==> src/hdl/writeback_block_cache_tags_core_macros.svh <==
// Assertion macros for the block cache tag core.
// Used by the top level; the including module provides i_clk and i_rst_n.
`ifndef WRITEBACK_BLOCK_CACHE_TAGS_CORE_MACROS_SVH
`define WRITEBACK_BLOCK_CACHE_TAGS_CORE_MACROS_SVH

// Same-cycle implication, disabled while reset is held.
`define WBCT_ASSERT_NOW(lbl, ante, cons, msg) \
    lbl: assert property (@(posedge i_clk) disable iff (!i_rst_n) (ante) |-> (cons)) \
        else $error(msg);

// Next-cycle implication, disabled while reset is held.
`define WBCT_ASSERT_NEXT(lbl, ante, cons, msg) \
    lbl: assert property (@(posedge i_clk) disable iff (!i_rst_n) (ante) |=> (cons)) \
        else $error(msg);

`endif

==> src/hdl/wbct_pkg.sv <==
// Shared types, constants and helpers of the block cache tag core.
// No dependencies; used by the engine and the top level.
`timescale 1ns / 1ps

package wbct_pkg;

    localparam int SLOTS   = 64;
    localparam int IDX_W   = $clog2(SLOTS);
    localparam int TAG_W   = 32;
    localparam int KEY_W   = 8 + TAG_W;
    localparam int MAX_OUT = 64;
    localparam int NOUT_W  = $clog2(MAX_OUT + 1);
    localparam int CNT_W   = $clog2(SLOTS + 1);

    // Operation codes of an input item.
    localparam logic [2:0] OP_READ  = 3'd0;
    localparam logic [2:0] OP_WRITE = 3'd1;
    localparam logic [2:0] OP_SYNC  = 3'd2;
    localparam logic [2:0] OP_INV   = 3'd3;
    localparam logic [2:0] OP_FAIL  = 3'd4;

    // Result kinds.
    localparam logic [1:0] KIND_DONE  = 2'd0;
    localparam logic [1:0] KIND_WB    = 2'd1;
    localparam logic [1:0] KIND_FILL  = 2'd2;
    localparam logic [1:0] KIND_ALLOC = 2'd3;

    typedef struct packed {
        logic [2:0]  op;
        logic [7:0]  disk;
        logic [31:0] block_number;
        logic        all_disks;
        logic [5:0]  failed_slot;
    } t_req;

    typedef struct packed {
        logic [1:0]  kind;
        logic [5:0]  slot;
        logic [7:0]  target_disk;
        logic [34:0] sector_address;
        logic        hit;
        logic [6:0]  count;
        logic        last;
    } t_result;

    // Builds one result item; the sector is the block tag times eight.
    function automatic t_result mk_result(logic [1:0] kind, logic [5:0] slot,
                                          logic [7:0] dsk, logic [TAG_W-1:0] tag,
                                          logic hit, logic [6:0] cnt, logic last);
        t_result r;
        r.kind           = kind;
        r.slot           = slot;
        r.target_disk    = dsk;
        r.sector_address = 35'({tag, 3'b000});
        r.hit            = hit;
        r.count          = cnt;
        r.last           = last;
        return r;
    endfunction

    // Saturates a slot count to the seven-bit result field.
    function automatic logic [6:0] sat_count(logic [CNT_W-1:0] c);
        logic [6:0] r;
        r = (32'(c) > 32'd127) ? 7'd127 : 7'(c);
        return r;
    endfunction

endpackage

==> src/hdl/writeback_block_cache_tags_core.sv <==
// Top level of the write-back block cache tag core: stream ports and output register.
// Depends on wbct_pkg, wbct_engine and the assertion macro header.
//
//  channel    | direction | payload
//  s_axis     | in        | tuser: op, all_disks; tdata: disk, block_number, failed_slot
//  m_axis     | out       | tuser: kind, hit; tdata: slot, target_disk, sector_address,
//             |           |   count; tlast: last
//
// Tags sit in one RAM with a registered read; each slot visit has two steps (read,
// evaluate), and a scan visits all 64 slots.
// Read/write: slots are visited up to the hit; a miss scans all slots, then reads the victim and fills it.
// Sync/invalidate: a scan of all slots, then the final result; fill-failed: answered from idle.
// Reset clears valid, dirty and the victim pointer at once; no clearing pass.
// A stalled output register holds the sequencer in any state that must push an item until the item is taken.
`timescale 1ns / 1ps
`include "writeback_block_cache_tags_core_macros.svh"

module writeback_block_cache_tags_core (
    input  logic        i_clk,
    input  logic        i_rst_n,
    input  logic        i_s_axis_tvalid,
    output logic        o_s_axis_tready,
    input  logic [47:0] i_s_axis_tdata,  // disk[7:0], block_number[39:8], failed_slot[45:40]
    input  logic [3:0]  i_s_axis_tuser,  // op[2:0], all_disks[3]
    output logic        o_m_axis_tvalid,
    input  logic        i_m_axis_tready,
    output logic [55:0] o_m_axis_tdata,  // slot[5:0], target_disk[13:6],
                                         // sector_address[48:14], count[55:49]
    output logic [2:0]  o_m_axis_tuser,  // kind[1:0], hit[2]
    output logic        o_m_axis_tlast
);

    wbct_pkg::t_req    req;
    wbct_pkg::t_result eng_res;
    wbct_pkg::t_result r_out;
    logic              r_ovalid;
    logic              can_emit;
    logic              eng_push;

    // Unpack the input item.
    always_comb begin
        req.op           = i_s_axis_tuser[2:0];
        req.all_disks    = i_s_axis_tuser[3];
        req.disk         = i_s_axis_tdata[7:0];
        req.block_number = i_s_axis_tdata[39:8];
        req.failed_slot  = i_s_axis_tdata[45:40];
    end

    assign can_emit = !r_ovalid || i_m_axis_tready;

    wbct_engine u_engine (
        .i_clk       (i_clk),
        .i_rst_n     (i_rst_n),
        .i_req_valid (i_s_axis_tvalid),
        .o_req_ready (o_s_axis_tready),
        .i_req       (req),
        .i_can_emit  (can_emit),
        .o_push      (eng_push),
        .o_res       (eng_res)
    );

    // Output register: loads a new item whenever the old one is gone or taken.
    always_ff @(posedge i_clk) begin
        if (!i_rst_n) begin
            r_ovalid <= 1'b0;
        end else if (can_emit) begin
            r_ovalid <= eng_push;
        end
    end

    always_ff @(posedge i_clk) begin
        if (can_emit && eng_push) begin
            r_out <= eng_res;
        end
    end

    assign o_m_axis_tvalid = r_ovalid;
    assign o_m_axis_tdata  = {r_out.count, r_out.sector_address, r_out.target_disk, r_out.slot};
    assign o_m_axis_tuser  = {r_out.hit, r_out.kind};
    assign o_m_axis_tlast  = r_out.last;

    `WBCT_ASSERT_NOW(a_push_has_room, eng_push, can_emit, "result pushed into a full output register")
    `WBCT_ASSERT_NEXT(a_nonlast_keeps_busy, eng_push && !eng_res.last, !o_s_axis_tready, "input taken before the final result")
    `WBCT_ASSERT_NOW(a_done_is_last, o_m_axis_tvalid && (o_m_axis_tuser[1:0] == wbct_pkg::KIND_DONE), o_m_axis_tlast, "result without command not marked last")

endmodule

==> src/hdl/wbct_ram.sv <==
// Generic single-write, single-read RAM with a registered read port.
// No dependencies.
`timescale 1ns / 1ps

module wbct_ram #(
    parameter int WIDTH = 8,
    parameter int DEPTH = 64
) (
    input  logic                     i_clk,
    input  logic                     i_we,
    input  logic [$clog2(DEPTH)-1:0] i_waddr,
    input  logic [WIDTH-1:0]         i_wdata,
    input  logic [$clog2(DEPTH)-1:0] i_raddr,
    output logic [WIDTH-1:0]         o_rdata
);

    logic [WIDTH-1:0] r_mem [DEPTH];
    logic [WIDTH-1:0] r_rdata;

    // Write port and registered read port.
    always_ff @(posedge i_clk) begin
        if (i_we) begin
            r_mem[i_waddr] <= i_wdata;
        end
        r_rdata <= r_mem[i_raddr];
    end

    assign o_rdata = r_rdata;

endmodule

==> src/hdl/wbct_engine.sv <==
// Lookup, replacement and sync/invalidate sequencer of the tag core.
// Depends on wbct_pkg and wbct_ram (tag store of disk and block tags).
`timescale 1ns / 1ps

module wbct_engine (
    input  logic              i_clk,
    input  logic              i_rst_n,
    input  logic              i_req_valid,
    output logic              o_req_ready,
    input  wbct_pkg::t_req    i_req,
    input  logic              i_can_emit,
    output logic              o_push,
    output wbct_pkg::t_result o_res
);

    typedef enum logic [6:0] {
        S_IDLE = 7'b0000001,
        S_RD   = 7'b0000010,
        S_EV   = 7'b0000100,
        S_VRD  = 7'b0001000,
        S_VEV  = 7'b0010000,
        S_FILL = 7'b0100000,
        S_FIN  = 7'b1000000
    } t_state;

    localparam logic [wbct_pkg::IDX_W-1:0] LAST_IDX =
        wbct_pkg::IDX_W'(wbct_pkg::SLOTS - 1);

    t_state                          r_state, n_state;
    wbct_pkg::t_req                  r_req, n_req;
    logic [wbct_pkg::IDX_W-1:0]      r_idx, n_idx;
    logic [wbct_pkg::IDX_W-1:0]      r_vp, n_vp;
    logic [wbct_pkg::SLOTS-1:0]      r_valid, n_valid;
    logic [wbct_pkg::SLOTS-1:0]      r_dirty, n_dirty;
    logic [wbct_pkg::CNT_W-1:0]      r_cnt, n_cnt;
    logic [wbct_pkg::NOUT_W-1:0]     r_nout, n_nout;
    logic                            r_pend_v, n_pend_v;
    wbct_pkg::t_result               r_pend, n_pend;

    logic                            mem_we;
    logic [wbct_pkg::KEY_W-1:0]      mem_rdata;
    logic [7:0]                      rd_disk;
    logic [wbct_pkg::TAG_W-1:0]      rd_tag;
    logic [wbct_pkg::TAG_W-1:0]      req_tag;
    logic                            is_lookup;
    logic                            match;
    logic                            sel;
    logic                            take_wb;

    // Tag store: disk tag above block tag, addressed by the current slot.
    wbct_ram #(
        .WIDTH (wbct_pkg::KEY_W),
        .DEPTH (wbct_pkg::SLOTS)
    ) u_tags (
        .i_clk   (i_clk),
        .i_we    (mem_we),
        .i_waddr (r_idx),
        .i_wdata ({r_req.disk, req_tag}),
        .i_raddr (r_idx),
        .o_rdata (mem_rdata)
    );

    assign rd_disk   = mem_rdata[wbct_pkg::KEY_W-1:wbct_pkg::TAG_W];
    assign rd_tag    = mem_rdata[wbct_pkg::TAG_W-1:0];
    assign req_tag   = wbct_pkg::TAG_W'(r_req.block_number);
    assign is_lookup = (r_req.op == wbct_pkg::OP_READ) || (r_req.op == wbct_pkg::OP_WRITE);
    assign match     = r_valid[r_idx] && (rd_disk == r_req.disk) && (rd_tag == req_tag);

    // Slot selection of a sync or invalidate scan.
    always_comb begin
        if (r_req.op == wbct_pkg::OP_SYNC) begin
            sel = r_valid[r_idx] && r_dirty[r_idx] &&
                  (r_req.all_disks || (rd_disk == r_req.disk));
        end else begin
            sel = r_valid[r_idx] && (rd_disk == r_req.disk);
        end
    end
    assign take_wb = sel && r_dirty[r_idx] && (32'(r_nout) < wbct_pkg::MAX_OUT);

    assign o_req_ready = (r_state == S_IDLE) && i_can_emit;

    // Next-state logic of the sequencer.
    always_comb begin
        n_state  = r_state;
        n_req    = r_req;
        n_idx    = r_idx;
        n_vp     = r_vp;
        n_valid  = r_valid;
        n_dirty  = r_dirty;
        n_cnt    = r_cnt;
        n_nout   = r_nout;
        n_pend_v = r_pend_v;
        n_pend   = r_pend;
        mem_we   = 1'b0;
        o_push   = 1'b0;
        o_res    = '0;
        unique case (r_state)
            S_IDLE: begin
                if (i_req_valid && o_req_ready) begin
                    n_req    = i_req;
                    n_idx    = '0;
                    n_cnt    = '0;
                    n_nout   = '0;
                    n_pend_v = 1'b0;
                    case (i_req.op) inside
                        wbct_pkg::OP_READ, wbct_pkg::OP_WRITE,
                        wbct_pkg::OP_SYNC, wbct_pkg::OP_INV: begin
                            n_state = S_RD;
                        end
                        wbct_pkg::OP_FAIL: begin
                            if (32'(i_req.failed_slot) < wbct_pkg::SLOTS) begin
                                n_valid[wbct_pkg::IDX_W'(i_req.failed_slot)] = 1'b0;
                                n_dirty[wbct_pkg::IDX_W'(i_req.failed_slot)] = 1'b0;
                            end
                            o_push = 1'b1;
                            o_res  = wbct_pkg::mk_result(wbct_pkg::KIND_DONE,
                                i_req.failed_slot, 8'd0, '0, 1'b0, 7'd0, 1'b1);
                        end
                        default: begin
                            o_push = 1'b1;
                            o_res  = wbct_pkg::mk_result(wbct_pkg::KIND_DONE,
                                6'd0, 8'd0, '0, 1'b0, 7'd0, 1'b1);
                        end
                    endcase
                end
            end
            S_RD: begin
                n_state = S_EV;
            end
            S_EV: begin
                if (is_lookup) begin
                    if (match) begin
                        if (i_can_emit) begin
                            o_push = 1'b1;
                            o_res  = wbct_pkg::mk_result(wbct_pkg::KIND_DONE, 6'(r_idx),
                                r_req.disk, req_tag, 1'b1, 7'd0, 1'b1);
                            if (r_req.op == wbct_pkg::OP_WRITE) begin
                                n_dirty[r_idx] = 1'b1;
                            end
                            n_state = S_IDLE;
                        end
                    end else if (r_idx == LAST_IDX) begin
                        // Miss: the victim is the round-robin slot.
                        n_idx   = r_vp;
                        n_vp    = (r_vp == LAST_IDX) ? '0 : r_vp + 1'b1;
                        n_state = S_VRD;
                    end else begin
                        n_idx   = r_idx + 1'b1;
                        n_state = S_RD;
                    end
                end else if (!(take_wb && r_pend_v && !i_can_emit)) begin
                    // A new writeback releases the held one as a non-final item.
                    if (take_wb) begin
                        if (r_pend_v) begin
                            o_push = 1'b1;
                            o_res  = r_pend;
                        end
                        n_pend_v = 1'b1;
                        n_pend   = wbct_pkg::mk_result(wbct_pkg::KIND_WB, 6'(r_idx),
                            rd_disk, rd_tag, 1'b0, 7'd0, 1'b0);
                        n_nout   = r_nout + 1'b1;
                        n_dirty[r_idx] = 1'b0;
                    end
                    if (sel && (take_wb || !r_dirty[r_idx])) begin
                        if (r_req.op == wbct_pkg::OP_INV) begin
                            n_valid[r_idx] = 1'b0;
                        end
                        n_cnt = r_cnt + 1'b1;
                    end
                    if (r_idx == LAST_IDX) begin
                        n_state = S_FIN;
                    end else begin
                        n_idx   = r_idx + 1'b1;
                        n_state = S_RD;
                    end
                end
            end
            S_VRD: begin
                n_state = S_VEV;
            end
            S_VEV: begin
                if (r_valid[r_idx] && r_dirty[r_idx]) begin
                    if (i_can_emit) begin
                        o_push  = 1'b1;
                        o_res   = wbct_pkg::mk_result(wbct_pkg::KIND_WB, 6'(r_idx),
                            rd_disk, rd_tag, 1'b0, 7'd0, 1'b0);
                        n_state = S_FILL;
                    end
                end else begin
                    n_state = S_FILL;
                end
            end
            S_FILL: begin
                if (i_can_emit) begin
                    mem_we         = 1'b1;
                    n_valid[r_idx] = 1'b1;
                    n_dirty[r_idx] = (r_req.op == wbct_pkg::OP_WRITE);
                    o_push         = 1'b1;
                    o_res          = wbct_pkg::mk_result(
                        (r_req.op == wbct_pkg::OP_READ) ? wbct_pkg::KIND_FILL
                                                        : wbct_pkg::KIND_ALLOC,
                        6'(r_idx), r_req.disk, req_tag, 1'b0, 7'd0, 1'b1);
                    n_state        = S_IDLE;
                end
            end
            S_FIN: begin
                if (i_can_emit) begin
                    o_push = 1'b1;
                    if (r_pend_v) begin
                        o_res       = r_pend;
                        o_res.count = wbct_pkg::sat_count(r_cnt);
                        o_res.last  = 1'b1;
                    end else begin
                        o_res = wbct_pkg::mk_result(wbct_pkg::KIND_DONE, 6'd0, 8'd0, '0,
                            1'b0, wbct_pkg::sat_count(r_cnt), 1'b1);
                    end
                    n_state = S_IDLE;
                end
            end
            default: begin
                n_state = S_IDLE;
            end
        endcase
    end

    // Control state and valid/dirty bits.
    always_ff @(posedge i_clk) begin
        if (!i_rst_n) begin
            r_state  <= S_IDLE;
            r_vp     <= '0;
            r_valid  <= '0;
            r_dirty  <= '0;
            r_pend_v <= 1'b0;
        end else begin
            r_state  <= n_state;
            r_vp     <= n_vp;
            r_valid  <= n_valid;
            r_dirty  <= n_dirty;
            r_pend_v <= n_pend_v;
        end
    end

    // Payload of the item under work.
    always_ff @(posedge i_clk) begin
        r_req  <= n_req;
        r_idx  <= n_idx;
        r_cnt  <= n_cnt;
        r_nout <= n_nout;
        r_pend <= n_pend;
    end

endmodule
==> config.mk <==
export PLATFORM = sky130hd
export DESIGN_NAME = writeback_block_cache_tags_core
export DESIGN_NICKNAME = d
export VERILOG_FILES = /design/src/hdl/wbct_pkg.sv /design/src/hdl/writeback_block_cache_tags_core.sv /design/src/hdl/wbct_ram.sv /design/src/hdl/wbct_engine.sv
export VERILOG_INCLUDE_DIRS = /design/src /design/src/hdl
export SDC_FILE = /design/constraint.sdc
export NUM_CORES = 2
export LEC_CHECK = 0
export BUFFER_PORTS_ARGS = -buffer_cell sky130_fd_sc_hd__buf_2
export CORE_MARGIN = 2
export CORE_UTILIZATION = 52
export CTS_CLUSTER_SIZE = 12
export DETAILED_ROUTE_END_ITERATION = 10
export PLACE_DENSITY = 0.68
export SLEW_MARGIN = 10
export SYNTH_ARGS = -nofsm -noshare
export SYNTH_HDL_FRONTEND = slang
export SYNTH_HIERARCHICAL = 1
export SYNTH_SLANG_ARGS = --single-unit
==> constraint.sdc <==
create_clock -name i_clk -period 6.2 [get_ports i_clk]
set_clock_uncertainty 0.15 [all_clocks]
set_input_delay 0.31 -clock i_clk [delete_from_list [all_inputs] [get_ports i_clk]]
set_output_delay 0.31 -clock i_clk [all_outputs]
set_load 0.02 [all_outputs]
[Word-level counts from Yosys, hierarchy flattened]
Memory sizes are Yosys's and may differ from the RTL's. A register that Yosys moved wholly into a read port is not among the register bits.
Cells that the tools add are included.
Cells by class
  $add $sub $neg: 4
  shift operators: 0
  multipliers: 0
  order comparisons: 5
  equal/unequal tests: 36
  bitwise operators: 11
  reductions and logical operators: 36
  muxes and demuxes: 92
  div/mod/pow operators: 0
Operators with widths (number)
  two-way mux 64 bit: 18
  two-way mux 60 bit: 9
  one-hot mux 64 bit (3 select lines): 2
  one-hot mux 60 bit (5 select lines): 1
  AND 64 bit: 4
  two-way mux 59 bit: 3
  NOT 64 bit: 2
  bitwise OR 64 bit: 2
  two-way mux 58 bit: 2
  two-way mux 7 bit: 16
  bitwise mux 64 bit: 1
  two-way mux 6 bit: 7
  one-hot mux 7 bit (6 select lines): 1
  == test 32 bit: 1
  one-hot mux 7 bit (2 select lines): 2
  two-way mux 1 bit: 22
  inequality test 3 bit (second input constant): 5
  AND reduction 5 bit: 3
  adder 7 x 1 -> 7 bit (second input constant): 2
  logical AND 1 bit: 14
  < comparator 6 x 7 -> 1 bit (second input constant): 2
  inequality test 2 bit (second input constant): 7
  adder 6 x 1 -> 6 bit (second input constant): 2
  binary-select mux 1 bit (select 6 bit): 2
  other kinds (34): 54
Storage, ports and cells
  input port bits: 56
  logic and storage cells: 208
  memory bits (read-only): 0
  output and inout port bits: 62
  latch bits: 0
  bits in writable memories: 2560
  bits in registers: 313
  memories: 1
Memories
  u_engine.u_tags.r_mem: depth 64, width 40, read ports 1, clocked after Yosys merged registers in 1, write ports 1, line wbct_ram.sv:17  | logic [WIDTH-1:0] r_mem [DEPTH];

[Logic depth before layout (Yosys ltp)]
  word-level depth: 13
  depth in mapped cells: 16
  depth with buffers taken out: 11

[Hierarchy]
The synthesis kept the hierarchy.
Modules (own cells, without submodules)
  wbct_ram: area each 97960.2 µm², times used 1, cells an instance 4263, seq. area each 77674.5 µm²
  wbct_engine: area each 14652.8 µm², times used 1, cells an instance 1654, seq. area each 6145.9 µm²
  writeback_block_cache_tags_core: area each 1859.3 µm², times used 1, cells an instance 65, seq. area each 1821.7 µm²

[Least setup slack after synthesis]
Ideal clock, no wire load.
  path type: reg2reg
  from: register u_engine.r_state[6]
  to: memory u_engine/u_tags/r_mem[27][0] (netlist bit), enable pin
  setup time: 438 ps
  path buffers: 4
  arrival: 4098 ps
  data required time: 5612 ps
  setup slack: 1515 ps
  stages on the path, launching flop included: 12
  period minus slack after synthesis: 4685 ps
  cell sequence: dfxtp_1 clkbuf_1 or3_1 nor3_1 nand2_1 clkbuf_1 inv_1 buf_1 inv_1 or2_2 clkbuf_1 nor2_1
On the way
  word-level cells in the longest chain between the ends: 4
Ends and longest elaborated chain
  from (decl): line wbct_engine.sv:29  | t_state r_state, n_state;
  from (signal assigned): line wbct_engine.sv:235  | r_state <= n_state;
  == test 7 x 6 -> 1 bit: line wbct_engine.sv:97  | unique case (r_state)
  two-way mux 1 bit: line wbct_engine.sv:97
  named net u_engine.mem_we: line wbct_engine.sv:40  | logic mem_we;
  two-way mux 1 bit: line wbct_ram.sv:22  | if (i_we) begin
  two-way mux 1 bit (not written as such): line wbct_ram.sv:23  | r_mem[i_waddr] <= i_wdata;
  to (decl): line wbct_ram.sv:17
The timed path passes the listed nets, and every way through them passes these cells.

[Final worst setup path]
  from: register u_engine/r_idx[0] (netlist bit)
  to: register u_engine/r_dirty[4] (netlist bit)
On the way
  word-level cells in the longest chain between the ends: 11
  elaborated cells between the ends (all ways): 34
  those cells by class: 2 x order compare; 3 x eq/ne; 16 x mux; 3 x bitwise; 10 x reduce/logical
Ends and longest elaborated chain
  from (decl): line wbct_engine.sv:31  | logic [wbct_pkg::IDX_W-1:0] r_idx, n_idx;
  from (signal assigned): line wbct_engine.sv:246  | r_idx <= n_idx;
  branches (longest 11 deep; another with < comparator 6 x 7 -> 1 bit)
  to (signal assigned): line wbct_engine.sv:238  | r_dirty <= n_dirty;
  to (decl): line wbct_engine.sv:34  | logic [wbct_pkg::SLOTS-1:0] r_dirty, n_dirty;
Parallel ways; which one is timed is not known. The select of a mux whose other input is x is not followed.
A chain may end at the register's enable or synchronous reset.

==> summary.txt <==
Setup path
  – Startpoint Class: register
  – Maximum net fanout on the critical path: 36
  – FF-to-FF setup slack: 0.88 ns
  – FF-to-FF End: u_engine/r_dirty[4]
  – Worst Reg-to-Reg Cells: 10
  – Critical path arrival: 5.98 ns
  – Worst EP required: 6.86 ns
  – Worst setup EP type: register
  – CP Class: reg -> reg
  – Reg2reg start: u_engine/r_idx[0]

STA
  – Final min period: 5.32 ns
  – Final Hold Viols: 0
  – RSZ-0062 raised after global routing: false
  – Max-slew violations: 0
  – Hold Slack: 0.0823 ns
  – Slew Limit Headroom: 17.0%
  – Crit share post-route: 85.8%
  – Least-Margin Pin Slew: 1.24 ns
  – Final TNS setup: 0 ns
  – Fmax achieved: 188 MHz
  – # setup viols final: 0

Worst hold path
  – Hold path cells: 2
  – Worst hold endpoint: u_engine/r_req[49]
  – Hold crit path type: in -> reg
  – Hold Crit Start: i_s_axis_tuser[2]

Global route
  – All-Layer GR Usage: 28.0%
  – Grt total ovfl: 0
  – First-pass GRT wire length: 447000 microns
  – Largest net degree at the start of global routing: 152
  – Vias in the first global route: 62100
  – Initial antenna violation count: 11

Power and ir drop
  – Sequential power share: 52.1%
  – PD cells: 330 mW/mm^2
  – Clock power share: 39.0%
  – P_sw: 9.87 mW
  – Leakage power: 40.5 nW
  – Tot Pwr: 42.7 mW
  – Int Pwr: 32.8 mW
  – Gate power share: 8.9%
  – Worst VDD drop: 0.255 mV
  – Sw frac: 23.1%

Logic synthesis
  – Distinct cells, synth: 86
  – Mapped Cells: 5982
  – #FFs+latches synth: 2913
  – Syn avg cell area: 19.1 sq um
  – Post-synthesis instance area: 0.114 sq mm
  – Post-synth top area cell: edfxtp_1
  – Yosys warning count: 6
  – Synth Flop Type: edfxtp_1
  – Synth area leaders: edfxtp_1 (72%), mux4_2 (12%), dfxtp_1 (3.2%)
  – Area share of the largest cell type after synthesis: 71.6%
  – FFs w/ async S/R, synth: 0%
  – Post-synth EDFFs: 2730
  – Seq/Total Area, Yosys: 74.8%

Clock network
  – Post_cts resized: 0
  – Post-CTS Hold Buffers: 98
  – CTS buffer count: 309
  – Root buf cell: clkbuf_16
  – Later-pin clock latency in the skew report: 0.95 ns
  – H-tree depth: 5
  – Clock Tree Buf Depth: 4
  – Post-CTS Setup Inserts: 0
  – CTS tree: done
  – CTS clock-pin slew for the worst setup and hold paths: 0.06 ns
  – Clk sinks: 2913

Routing
  – Drc violations: 0
  – Drt initial violations: 9259
  – First-pass DRT Iterations: 8
  – Post-route ant nets: 0
  – DR WL/cell: 33.5 microns
  – Routed Wire Length: 316000 microns
  – Vias/cell: 6.75
  – Vias post-DR: 63600

Layout
  – Final #Nets: 6434
  – Layout cells sized above 1: 23.1%
  – Area growth, synth to finish: 13.1%

Floorplanning
  – # rows: 172
  – # IOs: 118
  – Die area: 0.224 sq mm
  – Area of the core: 0.219 sq mm
  – Die H: 473 microns
  – Initial core utilization: 52.2%
  – Die width: 473 microns

Placement
  – Final HPWL DP: 180000 microns
  – RD Place Congestion: 0.914
  – PortBufs: 115

Flow run
  – Max Cap Violations: 0

Status
  – Status: completed
[synthesized netlist by cell type, drive strengths merged (30+ instances only)]
cell type	number
clkbuf	165
o31a	30
a22o	50
nor2	244
o21ai	174
a211oi	41
edfxtp	2730
mux2i	93
mux4	604
a21boi	34
a221oi	34
buf	229
a21o	42
nand3	52
o221ai	64
xor2	46
nor2b	31
a31oi	62
a21oi	114
o21a	69
dfxtp	183
or2	46
o22ai	185
nor4	43
nand2	260
[cell families (layout without fill, tap and decap cells)]
logic type,Yosys count,count (layout),share of synthesized area [%]
mux,720,720,12.9
fa+ha+maj,4,4,0.0437
other cells,1,10,0.00328
compound gates,1023,1023,6.21
simple gates,860,860,3.67
xor+xnor,56,56,0.428
buf+inv,405,969,1.91
flops,2913,2913,74.8
[metrics by stage]
stage | setup slack [ns] | util [%] | cells | cell area [sq um]
after global routing | 0.638 | 59.0 | 9420 | 129000
final | 0.881 | 59.0 | 9426 | 129000
after floorplan | 1.51 | - | 5984 | 114000
after CTS | 1.07 | 59.0 | 9419 | 129000
after global placement | 1.06 | 54.5 | 8836 | 120000
after detailed placement | 1.08 | 54.5 | 8836 | 120000
[worst max path at each step]
| stage | cells past startpoint | from | end |
|---|---|---|---|
| 5_1_grt | 11 | u_engine/r_idx[1] | u_engine/r_dirty[8] |
| 3_3_place_gp | 11 | u_engine/r_idx[1] | u_engine/r_dirty[8] |
| 4_1_cts | 11 | u_engine/r_idx[1] | u_engine/r_dirty[4] |
| 2_1_floorplan | 11 | u_engine/r_state[6] | u_engine/u_tags/r_mem[27][0] |
| 3_5_place_dp | 11 | u_engine/r_idx[1] | u_engine/r_dirty[4] |
| 6_report | 10 | u_engine/r_idx[0] | u_engine/r_dirty[4] |
[layout by cell type (no fill, tap or decap), types with 52 or more instances in the layout]
cell	netlist	layout
nand2_1	260	256
o221ai_1	64	64
mux2i_1	93	93
nand3_1	52	52
dlygate4sd3_1	0	98
o21a_1	69	69
mux4_2	604	604
dfxtp_1	183	183
clkbuf_16	0	317
o21ai_0	161	161
a21oi_1	113	112
buf_4	65	220
a31oi_1	62	62
nor2_4	0	66
o22ai_1	185	185
nor2_1	244	177
edfxtp_1	2730	2730
buf_2	105	114
clkbuf_1	164	112
[area by class of cell]
| cell class | instances | area (sq um) |
|---|---|---|
| multi-input cells | 2666 | 27300 |
| clock inverters | 42 | 264 |
| diodes | 7 | 17.5 |
| inverters | 11 | 42.5 |
| well taps | 2871 | 3590 |
| fillers | 15700 | 89900 |
| clock buffers | 443 | 8550 |
| flip-flops and latches | 2913 | 85600 |
| repair buffers | 473 | 4020 |
[critical path: stages (launching register included)]
cell and delay [ns]:
edfxtp_1 1.14, or3b_2 0.27, a21oi_1 0.07, o41ai_1 0.74, o2111ai_1 0.38, o311ai_2 0.61
o21ai_1 0.29, o211ai_4 0.96, buf_4 0.34, nor2_1 0.07, o21a_1 0.16
[power by group through the flow]
stage | sequential (mW) | combinational (mW) | clock [mW]
3_3_place_gp | 22.7 | 3.62 | 0
5_1_grt | 22.2 | 3.97 | 17.6
3_5_place_dp | 22.7 | 3.69 | 0
6_report | 22.3 | 3.78 | 16.7
4_1_cts | 22.2 | 3.75 | 16.9
2_1_floorplan | 22.8 | 2.07 | 0
[routing by layer]
metal / global-route usage (%) / part of all wire [%] / vias up / wire (microns)
met5: 0 / 0.015 / - / 47
met4: 9.92 / 3.7 / 6 / 11800
met3: 5.69 / 10 / 625 / 32600
met2: 44.0 / 47 / 3951 / 150000
met1: 39.2 / 38 / 33500 / 122000
li1: - / - / 25500 / -
[state kept, by name (all words and copies together) (netlist names)]
name,flops
u_engine/r_cnt,7
u_engine/r_vp,6
u_engine/r_pend_v,1
u_engine/req_tag,32
u_engine/r_valid,64
o_m_axis_tuser,3
u_engine/r_req,12
u_engine/r_dirty,64
o_m_axis_tdata,56
u_engine/u_tags/r_mem,2560
o_m_axis_tvalid,1
u_engine/r_idx,6
u_engine/r_state,7
u_engine/r_pend,46
o_m_axis_tlast,1
u_engine/u_tags/o_rdata,40
u_engine/r_nout,7
Power figures use the tool's default switching activity.
